--- config.mk ---
export PLATFORM = sky130hd
export DESIGN_NAME = pmhd_hold
export DESIGN_NICKNAME = d
export VERILOG_FILES = /design/src/sv/pmhd_pkg.sv /design/src/sv/pmhd_hold.sv
export SDC_FILE = /design/constraint.sdc
export NUM_CORES = 1
export LEC_CHECK = 0
export BUFFER_PORTS_ARGS = -buffer_cell sky130_fd_sc_hd__buf_2
export CAP_MARGIN = 15
export CORE_MARGIN = 4
export CORE_UTILIZATION = 55
export CTS_BUF_LIST = sky130_fd_sc_hd__clkbuf_16
export CTS_CLUSTER_DIAMETER = 200
export DETAILED_ROUTE_END_ITERATION = 10
export PLACE_DENSITY = 0.73
export SLEW_MARGIN = 25
export SYNTH_ARGS = -nofsm -noshare
export SYNTH_HDL_FRONTEND = slang
export SYNTH_SLANG_ARGS = --single-unit
--- constraint.sdc ---
create_clock -name clk -period 8.6 [get_ports clk]
set_input_delay 0.86 -clock clk [delete_from_list [all_inputs] [get_ports clk]]
set_output_delay 0.86 -clock clk [all_outputs]
set_load 0.1 [all_outputs]
--- src/sv/pmhd_pkg.sv ---
// shared types and constants for the peak meter with hold and decay
`timescale 1ns / 1ps

package pmhd_pkg;

  localparam int CHANNELS  = 8;
  localparam int CH_W      = 3;
  localparam int SAMPLE_W  = 24;
  localparam int DB_W      = 16;
  localparam int HOLD_W    = 16;
  localparam int STEP_W    = 10;
  localparam int FRAC_W    = 16;
  localparam int E_W       = 5;
  localparam int Y_W       = 31;
  localparam int A_W       = 21;
  localparam int K_W       = 19;
  localparam int PROD_W    = A_W + K_W;
  localparam int SQ_STAGES = FRAC_W;

  localparam logic signed [DB_W-1:0] DB_FLOOR     = -16'sd30720;
  localparam logic [K_W-1:0]         LOG_K        = 19'd394566;
  localparam logic [HOLD_W-1:0]      HOLD_RESET   = 16'd187;
  localparam logic [STEP_W-1:0]      DECAY_RESET  = 10'd26;
  localparam logic [E_W-1:0]         E_TOP        = 5'd23;

  typedef enum logic [0:0] {
    CFG_HOLD_RELOAD = 1'b0,
    CFG_DECAY_STEP  = 1'b1
  } cfg_idx_t;

  // block maximum handed from the sample stage to the log pipeline
  typedef struct packed {
    logic [CH_W-1:0]     ch;
    logic [SAMPLE_W-1:0] mag;
  } max_t;

  // state carried through the squaring stages
  typedef struct packed {
    logic [CH_W-1:0]   ch;
    logic              zero;
    logic [E_W-1:0]    e;
    logic [Y_W-1:0]    y;
    logic [FRAC_W-1:0] frac;
  } log_t;

  // converted level for one channel
  typedef struct packed {
    logic [CH_W-1:0]        ch;
    logic signed [DB_W-1:0] level;
  } lvl_t;

endpackage

--- src/sv/pmhd_hold.sv ---
// per-channel peak hold and decay, result register
`timescale 1ns / 1ps

module pmhd_hold (
  input  logic                                clk,
  input  logic                                rst_n,
  input  logic [pmhd_pkg::HOLD_W-1:0]         hold_reload,
  input  logic [pmhd_pkg::STEP_W-1:0]         decay_step,
  input  logic                                lvl_valid,
  output logic                                lvl_ready,
  input  pmhd_pkg::lvl_t                      lvl_data,
  output logic                                res_valid,
  input  logic                                res_ready,
  output logic [pmhd_pkg::CH_W-1:0]           res_ch,
  output logic signed [pmhd_pkg::DB_W-1:0]    res_peak
);

  logic signed [pmhd_pkg::DB_W-1:0]  peak_level_r [pmhd_pkg::CHANNELS];
  logic [pmhd_pkg::HOLD_W-1:0]       hold_count_r [pmhd_pkg::CHANNELS];

  logic                              ov_r;
  logic [pmhd_pkg::CH_W-1:0]         och_r;
  logic signed [pmhd_pkg::DB_W-1:0]  opk_r;

  logic                              fire;
  logic signed [pmhd_pkg::DB_W-1:0]  peak_cur;
  logic [pmhd_pkg::HOLD_W-1:0]       hold_cur;
  logic signed [pmhd_pkg::DB_W-1:0]  peak_nxt;
  logic [pmhd_pkg::HOLD_W-1:0]       hold_nxt;

  always_comb begin
    lvl_ready = !ov_r || res_ready;
    fire      = lvl_valid && lvl_ready;
    peak_cur  = peak_level_r[lvl_data.ch];
    hold_cur  = hold_count_r[lvl_data.ch];
    peak_nxt  = peak_cur;
    hold_nxt  = hold_cur;
    if (lvl_data.level >= peak_cur) begin
      peak_nxt = lvl_data.level;
      hold_nxt = hold_reload;
    end else if (hold_cur != '0) begin
      hold_nxt = hold_cur - 1'b1;
    end else if (peak_cur > pmhd_pkg::DB_FLOOR) begin
      peak_nxt = peak_cur - $signed({6'b0, decay_step});
    end else begin
      peak_nxt = pmhd_pkg::DB_FLOOR;
    end
  end

  always_ff @(posedge clk) begin
    if (!rst_n) begin
      for (int i = 0; i < pmhd_pkg::CHANNELS; i++) begin
        peak_level_r[i] <= pmhd_pkg::DB_FLOOR;
        hold_count_r[i] <= '0;
      end
    end else if (fire) begin
      peak_level_r[lvl_data.ch] <= peak_nxt;
      hold_count_r[lvl_data.ch] <= hold_nxt;
    end
  end

  always_ff @(posedge clk) begin
    if (!rst_n) begin
      ov_r <= 1'b0;
    end else if (lvl_ready) begin
      ov_r <= lvl_valid;
    end
    if (fire) begin
      och_r <= lvl_data.ch;
      opk_r <= peak_nxt;
    end
  end

  assign res_valid = ov_r;
  assign res_ch    = och_r;
  assign res_peak  = opk_r;

endmodule

Yosys cells after proc, flatten, opt, wreduce, memory -nomap -nowiden
Memories as Yosys holds them, arrays and structs flattened.
Cells that the tools add are included.
{"block": "totals", "register_bits": 20, "latch_bits": 0, "mem_bits_rw": 256, "rom_bits": 0, "in_bits": 49, "out_inout_bits": 21, "elab_cells": 30, "mem_count": 2}
{"name": "hold_count_r", "words": 8, "width": 16, "read_ports": 1, "rd_ports_with_merged_regs": 0, "wr": 8, "line_no": "pmhd_hold.sv:19", "rtl": "logic [pmhd_pkg::HOLD_W-1:0] hold_count_r [pmhd_pkg::CHANNELS];"}
{"name": "peak_level_r", "words": 8, "width": 16, "read_ports": 1, "rd_ports_with_merged_regs": 0, "wr": 8, "line_no": "pmhd_hold.sv:18", "rtl": "logic signed [pmhd_pkg::DB_W-1:0] peak_level_r [pmhd_pkg::CHANNELS];"}
{"block": "op_classes", "n_addsub": 2, "n_mul": 0, "n_div": 0, "n_lt_le_gt_ge": 2, "eq_ne": 0, "shift": 0, "n_mux": 15, "bitwise": 0, "reduce_logical": 6}
{"operator": "$mux W16", "n": 7}
{"operator": "$reduce_or A16 Y1", "n": 2}
{"operator": "$ge A16 B16 Y1", "n": 1}
{"operator": "$gt A16 B16 Y1 const B", "n": 1}
{"operator": "$reduce_bool A16 Y1", "n": 1}
{"operator": "$sub A16 B1 Y16 const B", "n": 1}
{"operator": "$sub A16 B11 Y16", "n": 1}
{"operator": "$mux W1", "n": 6}
{"operator": "$mux W3", "n": 2}
{"operator": "$logic_and A1 B1 Y1", "n": 1}
{"operator": "$logic_not A1 Y1", "n": 1}
{"operator": "$logic_or A1 B1 Y1", "n": 1}

Longest topological paths before layout
Gate-level depths: netlist (run 1).
{"block": "logic_depth", "word_depth": 8, "mapped_depth": 21, "ltp_nobuf": 15}

Worst setup path before layout (run 1)
OpenSTA, ideal clock, no wires.
{"block": "synth_timing", "path_kind": "input to register", "from": "in lvl_data[16] (netlist bit)", "to": "mem hold_count_r[0][3] (netlist bit), data pin", "setup_ps": 295, "arrival_ps": 5073, "required_ps": 8305, "path_slack_ps": 3232, "stages": 19, "path_buffers": 7, "path_cell_list": "buf_4 > buf_6 > buf_4 > buf_2 > buf_2 > buf_2 > mux4_2 > nand2_1 > nand2_1 > inv_1 > ha_1 > a21o_1 > a21o_1 > a21oi_1 > a211o_1 > nand3_1 > clkbuf_1 > nor4b_1 > nor4_1"}
{"element": "start: declaration", "line_no": "pmhd_hold.sv:11", "rtl": "input pmhd_pkg::lvl_t lvl_data,"}
{"element": "end: declaration", "line_no": "pmhd_hold.sv:19"}

==> impl_metrics.yaml, run 1 <==
yosys:
  postSynthCellCount: 1148
  synth_ff_type: "edfxtp_1"
  syn_area_mm2: 0.0143
  syn_area_per_cell_um2: 12.4
  synth-edff-count: 275
  syn-num-nets: 1229
  yosys_warnings: 0
  ys_async_sr_fraction_pct: 0
  synth_top_area_cell: "edfxtp_1"
  synth.distinct_cells: 79
  seq_area_frac_synth_pct: 58.1
  synth_top_area_share_pct: 57.9
  synth_seq_cells: 276
  synth.top_cells.by_area: "edfxtp_1, mux4_2, nor2_1"
critical_path:
  critPathMaxStageDelay_ns: 0.76
  cp_slowest_cell: "nor3_1"
  worst-path-buf-inv: 3
  worstPathArrival_ns: 6.66
  crit_path_end_kind: "register"
  path_delay_family: "simple AND/OR/NAND/NOR gates"
  crit_path_cell_trace: "buf_4 > buf_4 > nor2_1 > a22oi_1 > nor2_1 > nor3_1 > ha_1 > inv_1 > fa_1 > a211oi_1 > o211ai_1 > a311oi_1 > nand3_1 > nor4_2 > a211oi_1 > nor3_1 > and2_1"
  critical_path_class: "input pin to register"
  rrSetupSlack_ns: 3.55
  required_ns: 9.02
  worst_setup_path_start_kind: "input pin"
  cp_max_fo: 48
worst_hold_path:
  hp-class: "register to register"
sta:
  period_minus_slack_ns: 6.24
  rsz0062_at_grt: "no"
  finalMaxSlewViolations: 0
  final.setup.tns_ns: 0
  hold_viol: 0
  max_freq_mhz: 160
  slew_headroom_pct: 38.2
  setup_slack_ns: 2.36
  clock_skew_ns: 0.0182
  fin_crit_sh_pct: 72.5
  setup_viol: 0
  worst_pin_slew_ns: 0.920
floorplanning:
  io-pin-count: 70
  die_w_um: 169
  die_area_mm2: 0.0286
  start_util_pct: 56.3
  die_y_um: 169
  num_rows: 58
  core-area_mm2: 0.0253
place:
  detailedPlace.worstSlack_ns: 1.89
  numPortBuffers: 69
  dp_hpwl_mm: 23.4
  dp.cells: 1491
  gp_congestion: 0.895
power_and_ir_drop:
  leakagePower_nw: 5.90
  peakVddDrop_mv: 0.156
  power.density_mw_per_mm2: 218
cts:
  clkTransAtPathRegs_ns: 0.06
  cts_hold_buf: 0
  cts_buffer_depth: 3
  post_cts_buffers: 0
  cts_max_level: 1
  clk_latency_ns: 0.56
  cts_tree: "yes"
  cts-root-buf: "clkbuf_16"
  cts_buffers: 28
  cts.sinks: 276
  ctsResizeCount: 0
drt:
  viasPerCell: 6.60
  dr.pass1.iters: 6
  vias: 10200
  drt_iter0_drc: 1115
  drtAntennaViolNets: 0
  totalWireLength_mm: 39.8
  drc: 0
  wl_per_cell_um: 25.8
layout:
  syn_to_final_growth_pct: 10.5
  fill_cells: 1984
  final_util_pct: 62.2
  fin_nets: 1272
  layout-drive-gt1-share_pct: 19.4
  stdcell_count: 1543
  num_antenna_cells: 0
outcome:
  status: "complete, no violations"
global_route:
  grt_pass1_vias: 9883
  grt_pass1_wl_mm: 59.9
  grt_usage_pct: 27.6
  overflow: 0
  grt_antenna_before_repair: 0
  grt_max_degree: 60
run:
  max_cap_violations: 0
==> kinds of logic (layout without fill, tap and decap cells) <==
logic type                 after synthesis  count (layout)  synth area share (%)
adders and majority gates               32              32                  2.86
muxes                                   87              87                  10.3
xor gates and xnor gates                13              13                 0.799
AOI/OAI and AO/OA                      150             150                  8.15
buffers and inverters                  117             182                  3.42
DFF                                    276             276                  58.1
and+or+nand+nor                        473             473                  16.4
==> metal layers <==
metal  vias up  part of all wire (%)  wire (um)  GRT usage, %
met5         -                     0          0             0
met4         0                   2.7       1080          7.07
met3        96                    12       4850          5.02
met2       656                    47      18600          43.9
met1      4991                    38      15300          39.9
li1       4447                     -          -             -
==> state kept, by name, indices dropped and copies added, names as in the netlist <==
register      flops
hold_count_r    128
peak_level_r    128
res_peak         16
res_ch            3
res_valid         1
==> cell usage in the layout, fill, tap and decap left out, types with 6 or more instances in the layout <==
cell / count
a211oi_1: 27
a21oi_1: 23
a221oi_1: 10
a22oi_1: 7
a31oi_1: 6
and2_1: 25
and3_1: 10
and3b_1: 8
buf_2: 67
buf_4: 18
clkbuf_16: 28
clkinv_2: 12
edfxtp_1: 275
ha_1: 31
inv_1: 49
mux2_2: 15
mux2i_1: 23
mux4_2: 45
nand2_1: 61
nand2_4: 8
nand3_1: 16
nand3b_1: 6
nand4_1: 18
nor2_1: 210
nor2b_1: 10
nor3_1: 43
nor4_1: 22
o211ai_1: 7
o21ai_0: 11
o221ai_2: 7
o31ai_1: 8
xnor2_1: 9
==> worst min-delay path, stage by stage (launching register included) <==
cell and delay [ns]:
dfxtp_1 0.31, nand2b_1 0.09, a21boi_0 0.08
==> stage by stage <==
stage	instance area, um2	hold slack [ns]	power, W
global placement	14800	0.510	0.00228
detailed placement	14900	0.523	0.00229
finish	15800	0.533	0.00343
floorplan	14300	0.913	0.00210
CTS	15700	0.538	0.00342
global route	15800	0.578	0.00355
==> final cells by class <==
class | instances | area (um2) | share of cell area (%)
well taps | 330 | 413 | 2.62
multi-input cells | 755 | 5560 | 35.3
clock buffers | 28 | 701 | 4.45
clock inverters | 24 | 170 | 1.08
inverters | 45 | 169 | 1.07
repair buffers | 85 | 470 | 2.99
flip-flops and latches | 276 | 8280 | 52.5
==> final timing paths <==
path / from / to / depth (start not counted)
worst min-delay path: res_valid / res_valid / 2
worst max register to register: peak_level_r[5][10] / peak_level_r[6][10] / 12
worst min register to register: res_valid / res_valid / 2
worst max-delay path: lvl_data[16] / peak_level_r[3][14] / 17
==> synth_stat cells, types with 4 or more instances <==
cell,number
xor2_1,4
nor2b_1,10
clkbuf_1,47
inv_1,45
o22ai_1,5
nor3_1,43
and4_1,4
o221ai_2,7
buf_1,5
mux2i_1,23
nand3_1,16
a221oi_1,10
and2_1,25
nand4_1,18
o211ai_1,7
a31oi_1,6
xnor2_1,9
o21ai_0,11
a211oi_1,27
a22oi_1,7
nand3b_1,6
and3b_1,8
edfxtp_1,275
nand2b_1,5
nor2_1,210
and3_1,11
nand2_1,69
mux4_2,45
buf_2,15
a21o_1,4
a21oi_1,23
ha_1,31
mux2_2,15
nor4_1,22
o31ai_1,8
==> power by group <==
group / internal (W) / switching, W
Clock: 0.000630 / 0.000528
Sequential: 0.00156 / 0.0000231
Combinational: 0.000184 / 0.000507
Total: 0.00237 / 0.00106
No activity file was read; power rests on OpenSTA's default activity.
==> run 2, diff against run 1 <==
--- a/config.mk
+++ b/config.mk
@@ -5,6 +5,7 @@
 export SDC_FILE = /design/constraint.sdc
 export NUM_CORES = 1
 export LEC_CHECK = 0
+export ABC_AREA = 1
 export BUFFER_PORTS_ARGS = -buffer_cell sky130_fd_sc_hd__buf_2
 export CAP_MARGIN = 15
 export CORE_MARGIN = 4
==> constraint.sdc (replaced) <==
create_clock -name clk -period 6.4 [get_ports clk]
set_input_delay 0.64 -clock clk [delete_from_list [all_inputs] [get_ports clk]]
set_output_delay 0.64 -clock clk [all_outputs]
set_load 0.1 [all_outputs]
==> impl_metrics.yaml, run 2 <==
cts:
  cts_buffers: 29
  cts-root-buf: "clkbuf_16"
  cts_max_level: 1
  cts.sinks: 276
  cts_buffer_depth: 3
  cts_hold_buf: 0
  ctsResizeCount: 0
  post_cts_buffers: 0
  clk_latency_ns: 0.58
  cts_tree: "yes"
  clkTransAtPathRegs_ns: 0.06
power_and_ir_drop:
  peakVddDrop_mv: 0.183
  leakagePower_nw: 7.50
  power.density_mw_per_mm2: 287
  p_total_w: 0.00474
critical_path:
  required_ns: 6.70
  worst_setup_path_start_kind: "input pin"
  crit_path_cell_trace: "buf_4 > inv_6 > nand2_1 > nand2_1 > nand2_1 > nand2_1 > nand2_1 > nand2_1 > inv_1 > ha_1 > inv_1 > nor2_1 > nor2_1 > o21ai_0 > nand2_1 > o211ai_1 > nand2_1 > nand3_1 > nand3_1 > buf_12 > nor2_1 > o21ai_1 > nand2_1 > nor2_1"
  rrSetupSlack_ns: 2.85
  timing.rr.start: "peak_level_r[6][1]"
  cp_slowest_cell: "inv_6"
  critPathMaxStageDelay_ns: 0.81
  reg2reg_to: "peak_level_r[6][9]"
  ff2ff_path_depth: 22
  critical_path_class: "input pin to register"
  cp_max_fo: 122
  path_common_cell: "nand2_1"
  worstPathArrival_ns: 4.90
  crit_path_end_kind: "register"
floorplanning:
  die_w_um: 173
  start_util_pct: 55.8
  num_rows: 60
  core-area_mm2: 0.0270
  die_area_mm2: 0.0301
  die_y_um: 173
  io-pin-count: 70
run:
  max_cap_violations: 0
drt:
  totalWireLength_mm: 41.6
  dr.pass1.iters: 6
  drtAntennaViolNets: 0
  drc: 0
  viasPerCell: 5.59
  vias: 12200
  drt_iter0_drc: 1477
  wl_per_cell_um: 19.1
global_route:
  overflow: 0
  grt_pass1_vias: 11500
  grt_max_degree: 123
  grt_usage_pct: 27.1
  grt_pass1_wl_mm: 64.0
  grt_antenna_before_repair: 0
layout:
  final_common_cell: "nand2_1"
  final_util_pct: 61.3
  layout-drive-gt1-share_pct: 9.97
  final_cell_area_mm2: 0.0165
  syn_to_final_growth_pct: 9.78
  mostFrequentLayoutCells: "nand2_1, edfxtp_1, nor2_1, inv_1, a21oi_1"
  fin_nets: 1894
  num_antenna_cells: 0
sta:
  clock_skew_ns: 0.0194
  period_minus_slack_ns: 4.60
  rsz0062_at_grt: "no"
  max_freq_mhz: 217
  final.setup.tns_ns: 0
  finalMaxSlewViolations: 0
  hold_viol: 0
  worst_pin_slew_ns: 1.02
  fin_crit_sh_pct: 71.8
  setup_viol: 0
  slew_headroom_pct: 32.2
yosys:
  syn-num-nets: 1856
  synth_adder_area_share_pct: 2.71
  synth_xor_area_share_pct: 1.16
  synth-compound-area-share_pct: 4.79
  synth_top_family_by_area: "simple AND/OR/NAND/NOR gates"
  synthTopCellsByCount: "nand2_1, edfxtp_1, nor2_1"
  synth.distinct_cells: 45
  synth-edff-count: 275
  synth_simple_gate_area_share_pct: 28.4
  synth.most_common_cell: "nand2_1"
  postSynthCellCount: 1775
  seq_area_frac_synth_pct: 55.0
  yosys_warnings: 0
  synth_mux_area_share_pct: 0
  synth_seq_cells: 276
  synth_ff_type: "edfxtp_1"
  synth_top_area_share_pct: 54.9
  synth.top_cells.by_area: "edfxtp_1, nand2_1, nor2_1"
  syn_area_per_cell_um2: 8.48
  syn_area_mm2: 0.0150
  synth_top_area_cell: "edfxtp_1"
  ys_async_sr_fraction_pct: 0
worst_hold_path:
  hold_path.startpoint: "res_ready"
  hp-class: "input pin to register"
  hold_end: "res_valid"
  min_path_cells: 4
place:
  numPortBuffers: 69
  dp_hpwl_mm: 23.7
  placed_area_mm2: 0.0155
  gp_congestion: 0.965
outcome:
  status: "complete, no violations"
run 2: layer usage:
layer	vias to the layer above	share of wire (%)	GRT usage, %
met2	645	47	44.7
li1	5772	-	-
met1	5607	39	35.8
met5	-	0	0
met3	145	9.5	4.19
met4	0	4.7	12.0
run 2: area by class of cell:
| type | count | area (um2) |
|---|---|---|
| Sequential cell | 276 | 8280 |
| Clock buffer | 29 | 726 |
| Timing Repair Buffer | 83 | 465 |
| Clock inverter | 25 | 230 |
| Inverter | 198 | 756 |
| Tap cell | 341 | 427 |
| Multi-Input combinational cell | 1225 | 5630 |
| Fill cell | 2277 | 10400 |
run 2: logic make-up (layout without fill, tap and decap cells):
group / after synthesis / count (layout)
simple gates: 1036 / 1036
flops: 276 / 276
buf+inv: 274 / 335
compound gates: 137 / 137
fa+ha+maj: 32 / 32
xor+xnor: 20 / 20
run 2: how the worst max path moves through the flow:
stage                  from            endpoint  slack (ns)  depth (start not counted)
6_report       lvl_data[16]  peak_level_r[6][9]        1.80                         24
4_1_cts        lvl_data[16]  peak_level_r[6][9]        1.86                         21
5_1_grt        lvl_data[16]  hold_count_r[7][3]        1.40                         24
3_5_place_dp   lvl_data[16]  peak_level_r[6][9]        1.27                         21
3_3_place_gp   lvl_data[16]  hold_count_r[0][4]        1.37                         22
2_1_floorplan     res_valid  hold_count_r[2][0]        2.59                          8
run 2: where the power goes:
group          switching, W  total, W  leakage (nW)  internal (W)
logic              0.000713  0.000917          4.21      0.000203
clock network      0.000720   0.00171         0.495      0.000987
registers         0.0000222   0.00211          2.80       0.00209
run 2: critical path, delay by kind of cell:
kind	cells	cell delay, ns
AOI/OAI and AO/OA	3	0.29
buffers and inverters	5	1.67
and+or+nand+nor	15	1.86
adders and majority gates	1	0.30
run 2: per-stage QoR:
step	std cells	setup slack, ns	hold WS (ns)
after global routing	2177	1.40	0.394
after floorplan	1775	2.59	0.739
after CTS	2177	1.86	0.351
final	2177	1.80	0.358
after detailed placement	2123	1.27	0.500
after global placement	2123	1.37	0.484
