[src/sv/pmhd_pkg.sv]
// shared types and constants for the peak meter with hold and decay
`timescale 1ns / 1ps

package pmhd_pkg;

  localparam int CHANNELS  = 8;
  localparam int CH_W      = 3;
  localparam int SAMPLE_W  = 24;
  localparam int DB_W      = 16;
  localparam int HOLD_W    = 16;
  localparam int STEP_W    = 10;
  localparam int FRAC_W    = 16;
  localparam int E_W       = 5;
  localparam int Y_W       = 31;
  localparam int A_W       = 21;
  localparam int K_W       = 19;
  localparam int PROD_W    = A_W + K_W;
  localparam int SQ_STAGES = FRAC_W;

  localparam logic signed [DB_W-1:0] DB_FLOOR     = -16'sd30720;
  localparam logic [K_W-1:0]         LOG_K        = 19'd394566;
  localparam logic [HOLD_W-1:0]      HOLD_RESET   = 16'd187;
  localparam logic [STEP_W-1:0]      DECAY_RESET  = 10'd26;
  localparam logic [E_W-1:0]         E_TOP        = 5'd23;

  typedef enum logic [0:0] {
    CFG_HOLD_RELOAD = 1'b0,
    CFG_DECAY_STEP  = 1'b1
  } cfg_idx_t;

  // block maximum handed from the sample stage to the log pipeline
  typedef struct packed {
    logic [CH_W-1:0]     ch;
    logic [SAMPLE_W-1:0] mag;
  } max_t;

  // state carried through the squaring stages
  typedef struct packed {
    logic [CH_W-1:0]   ch;
    logic              zero;
    logic [E_W-1:0]    e;
    logic [Y_W-1:0]    y;
    logic [FRAC_W-1:0] frac;
  } log_t;

  // converted level for one channel
  typedef struct packed {
    logic [CH_W-1:0]        ch;
    logic signed [DB_W-1:0] level;
  } lvl_t;

endpackage

[src/sv/pmhd_in.sv]
// sample input register and per-channel running block maximum
`timescale 1ns / 1ps

module pmhd_in (
  input  logic                              clk,
  input  logic                              rst_n,
  input  logic                              in_valid,
  output logic                              in_ready,
  input  logic [pmhd_pkg::CH_W-1:0]         in_ch,
  input  logic [pmhd_pkg::SAMPLE_W-1:0]     in_sample,
  input  logic                              in_last,
  output logic                              max_valid,
  input  logic                              max_ready,
  output pmhd_pkg::max_t                    max_data
);

  logic                          v0_r;
  logic [pmhd_pkg::CH_W-1:0]     ch0_r;
  logic [pmhd_pkg::SAMPLE_W-1:0] smp0_r;
  logic                          last0_r;

  logic [pmhd_pkg::SAMPLE_W-1:0] block_max_r [pmhd_pkg::CHANNELS];

  logic                          mv_r;
  pmhd_pkg::max_t                md_r;

  logic                          s1_rdy;
  logic                          fire0;
  logic                          ch_ok;
  logic [pmhd_pkg::SAMPLE_W-1:0] mag;
  logic [pmhd_pkg::SAMPLE_W-1:0] cur;
  logic [pmhd_pkg::SAMPLE_W-1:0] max_nxt;

  always_comb begin
    // two's complement magnitude, most negative sample gives 2^23
    mag     = smp0_r[pmhd_pkg::SAMPLE_W-1] ? (~smp0_r + 1'b1) : smp0_r;
    cur     = block_max_r[ch0_r];
    max_nxt = (mag > cur) ? mag : cur;
    ch_ok   = 32'(ch0_r) < 32'(pmhd_pkg::CHANNELS);
    s1_rdy  = !mv_r || max_ready;
    fire0   = v0_r && (!last0_r || s1_rdy);
    in_ready = !v0_r || fire0;
  end

  always_ff @(posedge clk) begin
    if (!rst_n) begin
      v0_r <= 1'b0;
    end else if (in_ready) begin
      v0_r <= in_valid;
    end
    if (in_valid && in_ready) begin
      ch0_r   <= in_ch;
      smp0_r  <= in_sample;
      last0_r <= in_last;
    end
  end

  always_ff @(posedge clk) begin
    if (!rst_n) begin
      for (int i = 0; i < pmhd_pkg::CHANNELS; i++) begin
        block_max_r[i] <= '0;
      end
    end else if (fire0 && ch_ok) begin
      block_max_r[ch0_r] <= last0_r ? '0 : max_nxt;
    end
  end

  always_ff @(posedge clk) begin
    if (!rst_n) begin
      mv_r <= 1'b0;
    end else if (s1_rdy) begin
      mv_r <= fire0 && last0_r && ch_ok;
    end
    if (s1_rdy && fire0 && last0_r) begin
      md_r.ch  <= ch0_r;
      md_r.mag <= max_nxt;
    end
  end

  assign max_valid = mv_r;
  assign max_data  = md_r;

endmodule

[config.mk]
export PLATFORM = sky130hd
export DESIGN_NAME = pmhd_in
export DESIGN_NICKNAME = d
export VERILOG_FILES = /design/src/sv/pmhd_pkg.sv /design/src/sv/pmhd_in.sv
export SDC_FILE = /design/constraint.sdc
export NUM_CORES = 1
export LEC_CHECK = 0
export BUFFER_PORTS_ARGS = -buffer_cell sky130_fd_sc_hd__buf_2
export CAP_MARGIN = 0
export CORE_ASPECT_RATIO = 1.25
export CORE_MARGIN = 4
export CORE_UTILIZATION = 65
export DETAILED_ROUTE_END_ITERATION = 8
export GPL_ROUTABILITY_DRIVEN = 0
export PLACE_DENSITY = 0.93
export SLEW_MARGIN = 30
export SYNTH_ARGS = -nofsm -noshare
export SYNTH_HDL_FRONTEND = slang
export SYNTH_SLANG_ARGS = --single-unit
[constraint.sdc]
create_clock -name clk -period 11.25 [get_ports clk]
set_input_delay 1.125 -clock clk [delete_from_list [all_inputs] [get_ports clk]]
set_output_delay 1.125 -clock clk [all_outputs]
set_load 0.005 [all_outputs]
# Yosys cells after proc, flatten, opt, wreduce, memory -nomap -nowiden
# Memory sizes are Yosys's and may differ from the RTL's. A register that Yosys moved wholly into a read port is not among the register bits.
# Index checks and enable logic that the tools add are counted.
[op_classes]
mux = 11
bitwise = 1
n_lt_le_gt_ge = 1
addsub = 1
reduce_logical = 12
[ops]
columns = ["op", "n"]
rows = [
  ["24-bit 2-to-1 mux", 4],
  ["24-bit by 1-bit adder with 24-bit output, second input constant", 1],
  ["24-bit greater-than comparator", 1],
  ["24-bit NOT", 1],
  ["24-bit OR reduction", 1],
  ["3-bit 2-to-1 mux", 2],
  ["1-bit logical AND", 5],
  ["1-bit 2-to-1 mux", 5],
  ["1-bit logical NOT", 3],
  ["1-bit logical OR", 3],
]
[totals]
inputBits = 32
ram_bits = 192
memories = 1
wordCells = 34
regBits = 57
[memory_table]
columns = ["memory", "depth", "width", "read_ports", "rd_clocked_by_memory_dff", "wr", "line", "source"]
rows = [
  ["block_max_r", 8, 24, 1, 1, 8, "pmhd_in.sv:22", "logic [pmhd_pkg::SAMPLE_W-1:0] block_max_r [pmhd_pkg::CHANNELS];"],
]

# Depth between registers and ports, before layout
# Gate-level depths: netlist (run 1).
[logic_depth]
word_depth = 9
ltp_mapped = 15

# Least setup slack after synthesis (run 1)
# No wires, ideal clock.
[synth_timing]
path_kind = "reg-to-reg"
startpoint = "register smp0_r[0] (netlist bit)"
endpoint = "memory block_max_r[0][0] (netlist bit), data pin"
path_stages_with_launch = 16
setup_slack_ps = 7003
synth_period_minus_slack_ps = 4247
t_arrival_ps = 3951
setup_time_ps = 295
path_cell_list = "edfxtp_1 inv_1 ha_1 or4b_1 or3_1 o41ai_1 xnor2_1 ha_1 nand4_1 or4_1 clkbuf_1 or3_1 o21ai_1 buf_2 buf_2 a211oi_1"
[synth_lines]
columns = ["item", "line", "source"]
rows = [
  ["start: declaration", "pmhd_in.sv:19", "logic [pmhd_pkg::SAMPLE_W-1:0] smp0_r;"],
  ["start signal: assignment", "pmhd_in.sv:53", "smp0_r <= in_sample;"],
  ["end: declaration", "pmhd_in.sv:22", ""],
]

==> results of run 1 <==
[sequential cells by signal, summed over array words and instances (netlist names), named ones only]
signal / count
block_max_r: 192
ch0_r: 3
last0_r: 1
max_data: 27
max_valid: 1
smp0_r: 24
v0_r: 1
[cells by family (layout without fill, tap and decap cells)]
family	count (synthesis)	in the layout	synth area share
adder cells (fa/ha/maj)	25	25	0.0256
multiplexers	75	75	0.112
AO/OA/AOI/OAI	213	213	0.133
buffers and inverters	76	145	0.0249
flip-flops	252	252	0.616
XOR/XNOR	21	21	0.0151
AND/OR/NAND/NOR	166	166	0.0736
[worst max-delay path: stages (launching register included)]
cell                       delay, ns
sky130_fd_sc_hd__edfxtp_1       0.46
sky130_fd_sc_hd__nor4_1         0.69
sky130_fd_sc_hd__nand4_1        0.36
sky130_fd_sc_hd__o41ai_1        0.50
sky130_fd_sc_hd__xnor2_1        0.16
sky130_fd_sc_hd__ha_1           0.33
sky130_fd_sc_hd__nand4_1        0.18
sky130_fd_sc_hd__or4_1          0.71
sky130_fd_sc_hd__or3_1          0.47
sky130_fd_sc_hd__o21ai_4        0.34
sky130_fd_sc_hd__buf_6          0.66
sky130_fd_sc_hd__a211oi_1       0.22
[worst max path at each step]
stage / from / endpoint / slack (ns) / cells after the start
floorplan: smp0_r[0]$_DFFE_PP_ / block_max_r[0][0]$_SDFFCE_PN0P_ / 7.00 / 15
global placement: smp0_r[8]$_DFFE_PP_ / max_data[0]$_DFFE_PP_ / 6.03 / 11
detailed placement: smp0_r[8]$_DFFE_PP_ / block_max_r[0][11]$_SDFFCE_PN0P_ / 5.69 / 11
CTS: flop / block_max_r[0][11]$_SDFFCE_PN0P_ / 5.61 / 12
global route: smp0_r[8]$_DFFE_PP_ / block_max_r[5][5]$_SDFFCE_PN0P_ / 5.56 / 11
finish: smp0_r[8]$_DFFE_PP_ / block_max_r[0][11]$_SDFFCE_PN0P_ / 5.83 / 11
[cell usage after synthesis (2+ instances only)]
cell,number,area (um^2)
sky130_fd_sc_hd__a211oi_2,20,250
sky130_fd_sc_hd__nor3_1,66,330
sky130_fd_sc_hd__nor2_1,16,60.1
sky130_fd_sc_hd__dfxtp_1,5,100
sky130_fd_sc_hd__or3_1,7,43.8
sky130_fd_sc_hd__or4_1,4,30.0
sky130_fd_sc_hd__nand2b_1,2,12.5
sky130_fd_sc_hd__nand3_1,3,15.0
sky130_fd_sc_hd__mux2_2,18,203
sky130_fd_sc_hd__nor3b_2,8,100
sky130_fd_sc_hd__inv_2,14,52.6
sky130_fd_sc_hd__mux2i_1,9,90.1
sky130_fd_sc_hd__o41ai_1,3,26.3
sky130_fd_sc_hd__buf_1,5,18.8
sky130_fd_sc_hd__nand4_1,9,56.3
sky130_fd_sc_hd__nor2b_1,5,31.3
sky130_fd_sc_hd__buf_2,15,75.1
sky130_fd_sc_hd__nor3b_1,2,15.0
sky130_fd_sc_hd__nor4_1,3,18.8
sky130_fd_sc_hd__o211ai_1,2,15.0
sky130_fd_sc_hd__mux4_2,48,1080
sky130_fd_sc_hd__nand2_1,35,131
sky130_fd_sc_hd__o21ai_0,9,45.0
sky130_fd_sc_hd__xnor2_1,21,184
sky130_fd_sc_hd__inv_1,4,15.0
sky130_fd_sc_hd__o31ai_1,9,67.6
sky130_fd_sc_hd__edfxtp_1,247,7420
sky130_fd_sc_hd__ha_1,25,313
sky130_fd_sc_hd__clkbuf_1,37,139
sky130_fd_sc_hd__a21o_1,5,37.5
sky130_fd_sc_hd__and3_1,2,12.5
sky130_fd_sc_hd__a21oi_1,32,160
sky130_fd_sc_hd__a211oi_1,125,938
[final cells by class]
type | count | area, um^2
clock buffer | 30 | 644
sequential | 252 | 7520
clock inverter | 14 | 111
fill | 1054 | 4710
multi-input combinational | 500 | 4470
tap | 228 | 285
inverter | 19 | 71.3
timing repair buffer | 82 | 493
[metal layers]
layer	vias to the layer above	track usage	routed length [um]
met1	3950	0.367	9840
met5	-	0	0
met2	564	0.492	15500
met4	0	0.155	1790
met3	162	0.0493	3220
li1	3509	-	-
[metrics by stage]
stage	power, mW	utilization	setup WS, ns
after floorplan	1.40	-	7.00
after global placement	1.49	0.698	6.03
after detailed placement	1.51	0.700	5.69
after CTS	2.28	0.741	5.61
after global routing	2.36	0.743	5.56
final	2.29	0.743	5.83
[power by group through the flow]
stage / combinational, mW / sequential [mW] / clock (mW)
global route: 0.432 / 1.10 / 0.828
finish: 0.403 / 1.10 / 0.786
CTS: 0.393 / 1.10 / 0.783
detailed placement: 0.388 / 1.12 / 0
floorplan: 0.286 / 1.11 / 0
global placement: 0.374 / 1.12 / 0
==> results by stage, run 1 <==
GRT:
- The overall track demand over capacity in global routing is 0.295.
- The first global-routing pass estimated 47,000 um of wire.
- The via count of the first global-routing pass is 8,409.
- The total grt overflow is 0.
- The initial antenna violation count is 0.
- Entering global routing, the biggest net connects around 100 pins.

Pwr:
- The internal power component is between 1.5 and 2 mW.
- The portion of total power attributed to the clock network is 0.343.
- The leakage component of the power is ~4.6 nW.
- The maximum vdd drop is around 0.00015 V.
- The switching share of total power is 0.277.
- The reported net switching power is 0.635 mW.
- For this design the ratio of total power to cell area is about 170 mW/mm^2.
- The part of the total power dissipated in sequential elements is 0.481.
- Of the total power, combinational logic draws 0.176.

Drt:
- The number of DRC violations after detailed-routing iteration 0 is ~930.
- The per-cell routed wire length is about 27 um.
- The total wire length is ~30,000 um.
- The number of detailed-route iterations in the first pass is 5.
- For this run, design rule violations remaining after detail routing come to 0.
- The via count is a little over 8,000.
- Using the TritonRoute via totals, the vias-per-cell ratio works out to 7.28.
- The number of routed nets with antenna violations is 0.

Cells and area:
- The library cells used most frequently in the layout, excluding fill and tap cells, are sky130_fd_sc_hd__edfxtp_1 (247), sky130_fd_sc_hd__a211oi_1 (122), sky130_fd_sc_hd__nor3_1 (66), sky130_fd_sc_hd__buf_2 (60), sky130_fd_sc_hd__mux4_2 (48).
- The most common cell after layout, fill and taps aside is sky130_fd_sc_hd__edfxtp_1.
- The antenna cell count is 0.
- The final layout contains ~940 nets.
- The layout cell share with drive strength beyond 1 is 0.268.
- The synthesis-to-finish area growth is 11.3%.
- The finished cells cover between 0.01 and 0.015 mm^2.
- Leaving out filler cells and counting taps, the final layout contains around 1,100.

Logic synthesis:
- Of all flip-flops after synthesis, the portion carrying an async set or reset was 0.
- The flip-flop and latch count after synthesis is roughly 250.
- The post-synthesis cell type count is 46.
- Summing every instance area after synthesis gives 0.0122 mm^2.
- The top flip-flop cell by instance count after synthesis is sky130_fd_sc_hd__edfxtp_1.
- Synthesis produced a netlist with a net count of ~900.
- The synthesized netlist cell count is 828.
- The yosys synthesis warning count is 0.
- The number of synthesized flops with an enable pin is roughly 250.
- The average footprint of a synthesized cell is around 15 um^2.
- The sequential cell area fraction in the yosys report is 0.616.

Clocking:
- The clock transition at the registers of the reported paths is 0.06 ns.
- The H-tree depth is 1.
- The clock latency on the worst-skew pair is about 0.53 ns.
- Gates resized during post-CTS repair numbered 0.
- In this run the deepest clock path goes through 3 buffers.
- The number of buffers added by the clock tree synthesis step is 24.
- TritonCTS built the clock tree.
- The setup fix buffers added after clock tree synthesis is 0.
- The buffer cell driving the clock tree root is sky130_fd_sc_hd__clkbuf_16.
- Counting every sink on the clock net gives roughly 250.
- The number of buffers added to fix hold violations after cts is 0.

Worst setup path:
- The setup check on the worst reg-to-reg path leaves a slack of between 5 and 6 ns.
- The sort of element at the start of the critical path is a flop.
- The required time of the worst setup path is about 11 ns.
- The worst setup path is captured at a flop.
- The worst register-to-register path begins at smp0_r[8]$_DFFE_PP_.
- The worst-case reg-to-reg path depth is 11.
- Data arrives at the worst endpoint at around 5.6 ns.
- The destination of the worst register-to-register timing path is block_max_r[0][11]$_SDFFCE_PN0P_.
- The start-to-end type of the worst setup path is reg2reg.
- The maximum fanout count along the critical path is 102.

Hold path:
- The hold path depth is 2.
- In this run the worst hold path is classified as reg2reg.
- The origin of the worst min-delay path is v0_r$_SDFFE_PN0N_.
- For hold timing, the worst endpoint is max_valid$_SDFFE_PN0P_.

Die:
- For this configuration, the core starts out at a cell density of 0.667.
- Pin placement for this block handled about 60 I/O pins.
- The core region is 0.0183 mm^2.
- The floorplan has 55 rows.
- The height of the die is roughly 160 um.
- The floorplan step defined a die boundary enclosing between 0.02 and 0.025 mm^2.
- In this run the horizontal extent of the chip is about 130 um.

Timing:
- Setup repair after global routing left no endpoint under its margin.
- Between clock sinks in the finished design, the worst skew comes to around 0.019 ns.
- The tightest hold margin is 0.563 ns.
- The transition time of the tightest slew-check pin is just under 0.9 ns.
- Setup violations remaining at the end of the flow were counted as 0.
- The routed design could run at a clock period as short as 5.42 ns.
- Based on the critical path, the design can be clocked at up to around 0.18 GHz.
- The final worst-path cycle share is 0.482.
- The final hold violation count is 0.
- The worst slew margin relative to its limit is 0.411.
- The final-layout setup total negative slack is 0 ns.
- The max-slew violation count was 0.

Placement:
- The post-detailed-placement cell area is 0.0128 mm^2.
- The HPWL after detailed placement is approximately 18,000 um.
- Port buffering added 60 buffers.
- The total placed cells including tap cells is between 1,000 and 1,500.

Outcome:
- The run finished with clean final reports.

Run:
- The total of max-cap violations is 0.
(Power assumes the default switching activity.)
==> run 2, diff against run 1 <==
--- a/config.mk
+++ b/config.mk
@@ -9,10 +9,10 @@
 export CAP_MARGIN = 0
 export CORE_ASPECT_RATIO = 1.25
 export CORE_MARGIN = 4
-export CORE_UTILIZATION = 65
+export CORE_UTILIZATION = 62
 export DETAILED_ROUTE_END_ITERATION = 8
 export GPL_ROUTABILITY_DRIVEN = 0
-export PLACE_DENSITY = 0.93
+export PLACE_DENSITY = 0.89
 export SLEW_MARGIN = 30
 export SYNTH_ARGS = -nofsm -noshare
 export SYNTH_HDL_FRONTEND = slang
==> constraint.sdc (replaced) <==
create_clock -name clk -period 5.48 [get_ports clk]
set_input_delay 0.548 -clock clk [delete_from_list [all_inputs] [get_ports clk]]
set_output_delay 0.548 -clock clk [all_outputs]
set_load 0.005 [all_outputs]
==> run 2 against run 1 <==
Net effect: sequential power rose by 110%; clock power rose by 97%; fmax rose by 3.0%; worst setup slack got worse by 5.6 ns; count of clock-buffer cells in the layout fell by 4; largest cell class unchanged.
==> results by stage, run 2 (same netlist as run 1, synthesis figures left out) <==
Worst setup path:
- The worst-case reg-to-reg path depth came to 12 (+1).
- The first element of the critical path is smp0_r[8]$_DFFE_PP_.
- The required time of the worst setup path came to 5.71 ns (-5.76 ns).
- The worst setup path is launched from a flop.
- The endpoint arrival time on the critical path is 5.49 ns (-0.15 ns).
- The reg-to-reg setup timing slack was 0.22 ns (-5.61 ns).
- The worst register-to-register path begins at smp0_r[8]$_DFFE_PP_.
- The worst setup path is captured at a flop.
- The start-to-end type of the worst setup path is reg2reg.
- The endpoint of the most critical setup path is block_max_r[5][20]$_SDFFCE_PN0P_.
- The destination of the worst register-to-register timing path is block_max_r[5][20]$_SDFFCE_PN0P_.
- The maximum fanout count along the critical path was 14 (-86%).

Pwr:
- The power density of the placed cells came to 341 mW/mm^2 (+100%).
- The leakage component of the power came to 4.69 nW (+1.2%).
- The maximum vdd drop is 0.000281 V (+87%).

Hold path:
- The worst min-delay path class is in2reg.

Cells and area:
- The library cell used most frequently in the layout, excluding fill and tap cells, is sky130_fd_sc_hd__edfxtp_1.
- The antenna cell count is 0 (unchanged).
- The number of nets in the final layout is 946 (+1.1%).
- The fill cell instance count of the final layout is 1,244 (+18%).
- The area growth from synthesis to layout is 12.4%.
- The area taken by multi-input logic gates was 0.00446 mm^2 (-0.14%).
- The sequential cell area in the final layout is 0.00752 mm^2 (unchanged).
- The top cell types in the final layout, fill and taps aside, are sky130_fd_sc_hd__edfxtp_1 (247), sky130_fd_sc_hd__a211oi_1 (125), sky130_fd_sc_hd__nor3_1 (66), sky130_fd_sc_hd__buf_2 (60), sky130_fd_sc_hd__mux4_2 (48).
- The largest register by flop count is block_max_r.
- The flip-flop count of the largest register after layout is 192 (unchanged).
- The final cell utilization of the core is 0.708 (-0.0352).
- The layout cell share with drive strength beyond 1 is 0.276 (+0.00819).

Drt:
- The total wire length is 31,100 um (+2.6%).
- The via-per-instance ratio is 7.01 (-3.7%).
- The number of DRC violations after detailed-routing iteration 0 is 987 (+5.8%).
- The via count is 8,184 (-0.012%).
- The per-cell routed wire length came to 26.6 um (-1.2%).
- The DRC violations left came to 0 (unchanged).
- The number of detailed-route iterations in the first pass came to 5 (unchanged).
- The number of routed nets with antenna violations was 0 (unchanged).

Timing:
- The worst slew margin relative to its limit is 0.413 (+0.00201).
- The final worst-path cycle share is 0.960 (+0.478).
- The achievable clock frequency came to 0.190 GHz (+3.0%).
- The number of setup violations in the final report is 0 (unchanged).
- The clock period minus worst slack came to 5.26 ns (-0.160 ns).
- The tightest hold margin is 0.211 ns (-0.353 ns).
- The final hold violation count is 0 (unchanged).
- The max-slew violation count was 0 (unchanged).
- Setup repair after global routing left no endpoint under its margin.
- The post-route worst setup slack is 0.221 ns (-5.61 ns).
- The transition time of the tightest slew-check pin came to 0.878 ns (-0.00225 ns).
- The final-layout setup total negative slack is 0 ns (unchanged).
- The worst-case clock skew is 0.0148 ns (-0.00426 ns).

Clocking:
- TritonCTS built the clock tree.
- The root buffer cell chosen for the clock tree is sky130_fd_sc_hd__clkbuf_16.
- The number of buffers added to fix hold violations after cts came to 0 (unchanged).
- The clock sink count is 252 (unchanged).
- The clock latency on the worst-skew pair came to 0.52 ns (about the same).
- The H-tree depth was 1 (unchanged).
- The clock transition at the registers of the reported paths is 0.07 ns (about the same).
- The number of buffers between clock root and the deepest sink came to 3 (unchanged).
- The number of buffers added by the clock tree synthesis step came to 23 (-4.2%).

Die:
- The floorplan die width is 134 um (+2.2%).
- The effective utilization at floorplan is 0.630 (-0.0376).
- The number of core rows came to 57 (+3.6%).
- The height of the die is 165 um (+2.3%).
- The count of pins on the block boundary is 61 (unchanged).
- The area of the die is 0.0220 mm^2 (+4.6%).
- The area of the core region is 0.0194 mm^2 (+6.0%).

Placement:
- The port buffer count is 60 (unchanged).
- The detailed placement HPWL came to 19,900 um (+10%).
- The worst setup slack after placement came to 0.534 ns (-5.16 ns).

GRT:
- The overall track demand over capacity in global routing is 0.284 (-0.0107).
- The total grt overflow is 0 (unchanged).
- The initial antenna violation count was 0 (unchanged).
- The maximum number of pins on one net before global-route repair is 55 (-47%).
- The via count of the first global-routing pass came to 8,302 (-1.3%).
- The global-route wire length before repair is 47,400 um (+1.0%).

Outcome:
- The run finished with clean final reports.

Run:
- The total of max-cap violations is 0 (unchanged).
run 2: metal layers:
metal / GRT usage / part of all wire
met5: 0 / 0
met4: 0.132 / 0.052
met3: 0.0500 / 0.085
met2: 0.502 / 0.51
met1: 0.341 / 0.36
run 2: per-stage QoR:
stage | area (um^2) | total power, mW | cells
floorplan | 12200 | 2.87 | 828
global placement | 13000 | 3.11 | 1127
detailed placement | 13000 | 3.15 | 1129
CTS | 13700 | 4.67 | 1168
global route | 13700 | 4.83 | 1168
finish | 13700 | 4.69 | 1168
run 2: worst max-delay path, cell delays in order, from the launching register on:
cell and delay (ns):
sky130_fd_sc_hd__edfxtp_1 0.49, sky130_fd_sc_hd__nor4_1 0.63, sky130_fd_sc_hd__nand4_1 0.31, sky130_fd_sc_hd__or3_1 0.44
sky130_fd_sc_hd__nor3b_1 0.33, sky130_fd_sc_hd__ha_1 0.24, sky130_fd_sc_hd__nand4_1 0.18, sky130_fd_sc_hd__or4_1 0.73
sky130_fd_sc_hd__nor3_4 0.32, sky130_fd_sc_hd__buf_4 0.32, sky130_fd_sc_hd__a31oi_2 0.21, sky130_fd_sc_hd__nor3b_2 0.64
sky130_fd_sc_hd__nor3_1 0.13
run 2: area by class of cell:
type,instances,share of cell area
flip-flops and latches,252,0.548
multi-input cells,500,0.325
well taps,265,0.0242
clock inverters,13,0.00830
inverters,19,0.00520
clock buffers,26,0.0428
repair buffers,93,0.0465
run 2: worst min-delay path by stage:
stage / start / end / slack [ns] / cells after the start
after CTS: in_last / last0_r$_DFFE_PP_ / 0.20 / 1
final: in_sample[11] / smp0_r[11]$_DFFE_PP_ / 0.21 / 1
after detailed placement: v0_r$_SDFFE_PN0N_ / max_valid$_SDFFE_PN0P_ / 0.58 / 2
after global placement: v0_r$_SDFFE_PN0N_ / max_valid$_SDFFE_PN0P_ / 0.54 / 2
after global routing: in_last / last0_r$_DFFE_PP_ / 0.21 / 1
after floorplan: ch0_r[2]$_DFFE_PP_ / max_data[26]$_DFFE_PP_ / 0.44 / 0
run 2: report_power, final:
| group | switching (mW) | leakage, nW | internal [mW] | total (mW) |
|---|---|---|---|---|
| sequential | 0.0525 | 2.55 | 2.22 | 2.27 |
| combinational | 0.577 | 1.78 | 0.292 | 0.869 |
| clock | 0.686 | 0.350 | 0.861 | 1.55 |
run 2: timing repair:
action | in CTS | in global routing
setup buffers | 0 | 0
setup endpoints to repair | 0 | 1
gates resized for setup | 0 | 1
==> run 3, diff against run 2 <==
--- a/config.mk
+++ b/config.mk
@@ -6,12 +6,13 @@
 export NUM_CORES = 1
 export LEC_CHECK = 0
 export BUFFER_PORTS_ARGS = -buffer_cell sky130_fd_sc_hd__buf_2
-export CAP_MARGIN = 0
+export CAP_MARGIN = 20
 export CORE_ASPECT_RATIO = 1.25
 export CORE_MARGIN = 4
 export CORE_UTILIZATION = 62
 export DETAILED_ROUTE_END_ITERATION = 8
 export GPL_ROUTABILITY_DRIVEN = 0
+export MAX_ROUTING_LAYER = met4
 export PLACE_DENSITY = 0.89
 export SLEW_MARGIN = 30
 export SYNTH_ARGS = -nofsm -noshare
==> run 3 against run 2 <==
Net effect: count of clock-buffer cells in the layout unchanged; highest routed layer unchanged; utilization unchanged; first-iteration DRC count up 12%; fmax up 1.5%.
==> results by stage, run 3 (same netlist as run 1, synthesis figures left out) <==
Timing:
- The final hold violation count came to 0 (unchanged).
- The clock period minus worst slack is 5.18 ns (-0.0753 ns).
- The transition time of the tightest slew-check pin is 0.903 ns (+0.0255 ns).
- Setup repair after global routing left no endpoint under its margin.
- The worst-case clock skew is 0.0147 ns (-0.0000777 ns).
- The max-slew violation count is 0 (unchanged).
- The post-route worst setup slack is 0.296 ns (+0.0753 ns).
- The tightest hold margin is 0.208 ns (-0.00268 ns).
- The final-layout setup total negative slack came to 0 ns (unchanged).
- The worst slew margin relative to its limit came to 0.396 (-0.0170).
- The achievable clock frequency was 0.193 GHz (+1.5%).
- The number of setup violations in the final report is 0 (unchanged).
- The final worst-path cycle share was 0.946 (-0.0137).

Pwr:
- The portion of total power attributed to the clock network is 0.330 (about the same).
- The reported net switching power is 1.32 mW (+0.19%).
- The leakage component of the power came to 4.69 nW (unchanged).
- The part of the total power dissipated in sequential elements is 0.484 (about the same).
- The switching share of total power is 0.281 (+0.000393).
- The maximum vdd drop is 0.000281 V (about the same).
- The relative contribution of combinational cells to total power is 0.185 (about the same).
- The post-layout total power is 4.69 mW (about the same).
- The internal power component is 3.37 mW (about the same).
- The power density of the placed cells is 342 mW/mm^2 (about the same).

Cells and area:
- The antenna cell count came to 0 (unchanged).
- The final cell utilization of the core is 0.708 (unchanged).
- The layout cell share with drive strength beyond 1 is 0.276 (unchanged).
- Ranked by flip-flop count, first place goes to block_max_r.
- The number of nets in the final layout is 946 (unchanged).
- The number of non-filler instances in the completed layout came to 1,168 (unchanged).
- Leaving out fill and tap cells, the most frequent cell in the layout is sky130_fd_sc_hd__edfxtp_1.
- The final design area excluding fillers is 0.0137 mm^2 (unchanged).
- The fill cell instance count of the final layout is 1,244 (unchanged).
- The flip-flop count of the largest register after layout came to 192 (unchanged).
- In the layout the commonest cells are sky130_fd_sc_hd__edfxtp_1 (247), sky130_fd_sc_hd__a211oi_1 (125), sky130_fd_sc_hd__nor3_1 (66), sky130_fd_sc_hd__buf_2 (60), sky130_fd_sc_hd__mux4_2 (48).
- The synthesis-to-finish area growth is 12.4% (unchanged).

Die:
- The area of the core region is 0.0194 mm^2 (unchanged).
- The area of the die is 0.0220 mm^2 (unchanged).
- The count of pins on the block boundary is 61 (unchanged).
- The height of the die was 165 um (unchanged).
- The effective utilization at floorplan is 0.630 (unchanged).
- The number of core rows is 57 (unchanged).
- The floorplan die width is 134 um (unchanged).

GRT:
- The initial antenna violation count came to 0 (unchanged).
- The total grt overflow came to 0 (unchanged).
- The via count of the first global-routing pass is 8,314 (+0.14%).
- The maximum number of pins on one net before global-route repair came to 55 (unchanged).
- The overall track demand over capacity in global routing is 0.292 (+0.00862).
- The global-route wire length before repair was 47,400 um (about the same).

Drt:
- The number of detailed-route iterations in the first pass is 6 (+1).
- The via-per-instance ratio came to 7.04 (+0.44%).
- The DRC violations left came to 0 (unchanged).
- The per-cell routed wire length is 26.6 um (about the same).
- The number of DRC violations after detailed-routing iteration 0 came to 1,103 (+12%).
- The number of routed nets with antenna violations came to 0 (unchanged).
- The via count is 8,220 (+0.44%).
- The total wire length is 31,100 um (about the same).

Worst setup path:
- The maximum cell stage delay along the critical path came to 0.72 ns (about the same).
- The first element of the critical path is smp0_r[8]$_DFFE_PP_.
- The worst-case reg-to-reg path depth is 12 (unchanged).
- The setup path with the least slack is of type reg2reg.
- The sort of element at the start of the critical path is a flop.
- The reg-to-reg startpoint is smp0_r[8]$_DFFE_PP_.
- The endpoint arrival time on the critical path is 5.42 ns (-0.07 ns).
- The reg-to-reg setup timing slack is 0.30 ns (+0.08 ns).
- Traced cell by cell, the critical path runs through nor4_1 > nand4_1 > or3_1 > nor3b_1 > ha_1 > nand4_1 > or4_1 > nor3_4 > buf_4 > a31oi_2 > nor3b_2 > nor3_1.
- The maximum fanout count along the critical path is 14 (unchanged).
- The required time of the worst setup path came to 5.72 ns (about the same).
- STA classifies the critical path endpoint as a flop.
- Counting stages on the worst path, the most repeated cell is sky130_fd_sc_hd__nand4_1.
- On the critical path, the stage with the largest delay is an instance of sky130_fd_sc_hd__or4_1.
- The destination of the worst register-to-register timing path is block_max_r[2][17]$_SDFFCE_PN0P_.

Run:
- The total of max-cap violations was 0 (unchanged).

Placement:
- The detailed placement HPWL is 19,900 um (unchanged).
- The worst setup slack after placement came to 0.534 ns (unchanged).
- The port buffer count was 60 (unchanged).
- The post-detailed-placement cell area came to 0.0130 mm^2 (unchanged).
- The total placed cells including tap cells is 1,129 (unchanged).

Hold path:
- The endpoint of the worst hold path is smp0_r[11]$_DFFE_PP_.
- The worst hold path belongs to the class in2reg.
- The hold path depth is 1 (unchanged).
- The origin of the worst min-delay path is in_sample[11].

Clocking:
- The H-tree depth came to 1 (unchanged).
- The clock transition at the registers of the reported paths is 0.07 ns (about the same).
- The number of buffers between clock root and the deepest sink was 3 (unchanged).
- The setup fix buffers added after clock tree synthesis came to 0 (unchanged).
- The clock latency on the worst-skew pair is 0.52 ns (about the same).
- The buffer cell driving the clock tree root is sky130_fd_sc_hd__clkbuf_16.
- The clock sink count is 252 (unchanged).
- The number of buffers added by the clock tree synthesis step is 23 (unchanged).
- TritonCTS built the clock tree.
- The number of buffers added to fix hold violations after cts was 0 (unchanged).

Outcome:
- The run finished with clean final reports.
==> run 3: area by class of cell <==
cell class	instances	area [um^2]	share of cell area
timing repair buffer	93	638	0.0465
clock inverter	13	114	0.00830
sequential	252	7520	0.548
inverter	19	71.3	0.00520
multi-input combinational	500	4460	0.325
tap	265	332	0.0242
clock buffer	26	587	0.0428
==> run 3: worst max path at each step <==
stage | endpoint | slack [ns] | depth (start not counted)
final | block_max_r[2][17]$_SDFFCE_PN0P_ | 0.30 | 12
after global routing | block_max_r[2][17]$_SDFFCE_PN0P_ | 0.02 | 12
after CTS | block_max_r[5][21]$_SDFFCE_PN0P_ | 0.46 | 12
after detailed placement | block_max_r[2][17]$_SDFFCE_PN0P_ | 0.53 | 12
after global placement | max_data[6]$_DFFE_PP_ | 0.56 | 10
after floorplan | block_max_r[0][0]$_SDFFCE_PN0P_ | 1.23 | 15
==> run 3: worst max-delay path, delay by kind of cell, from the launching register on <==
| family | cells | cell delay, ns |
|---|---|---|
| DFF | 1 | 0.49 |
| buffers and inverters | 1 | 0.32 |
| AOI/OAI and AO/OA | 1 | 0.20 |
| adders and majority gates | 1 | 0.23 |
| and+or+nand+nor | 9 | 3.64 |
==> run 3: repair_timing <==
item,in CTS,in global routing
setup endpoints to repair,0,1
resized for setup,0,1
hold endpoints to repair,0,0
==> run 3: per-layer routing <==
layer	GRT usage	part of all wire
met5	-	0
met4	0.132	0.051
met3	0.0503	0.090
met2	0.501	0.51
met1	0.342	0.35
==> run 3: power groups by stage <==
stage	Sequential (mW)	Clock [mW]	Combinational, mW
global placement	2.31	0	0.801
floorplan	2.29	0	0.587
finish	2.27	1.55	0.868
CTS	2.27	1.55	0.848
global route	2.28	1.63	0.926
detailed placement	2.31	0	0.840
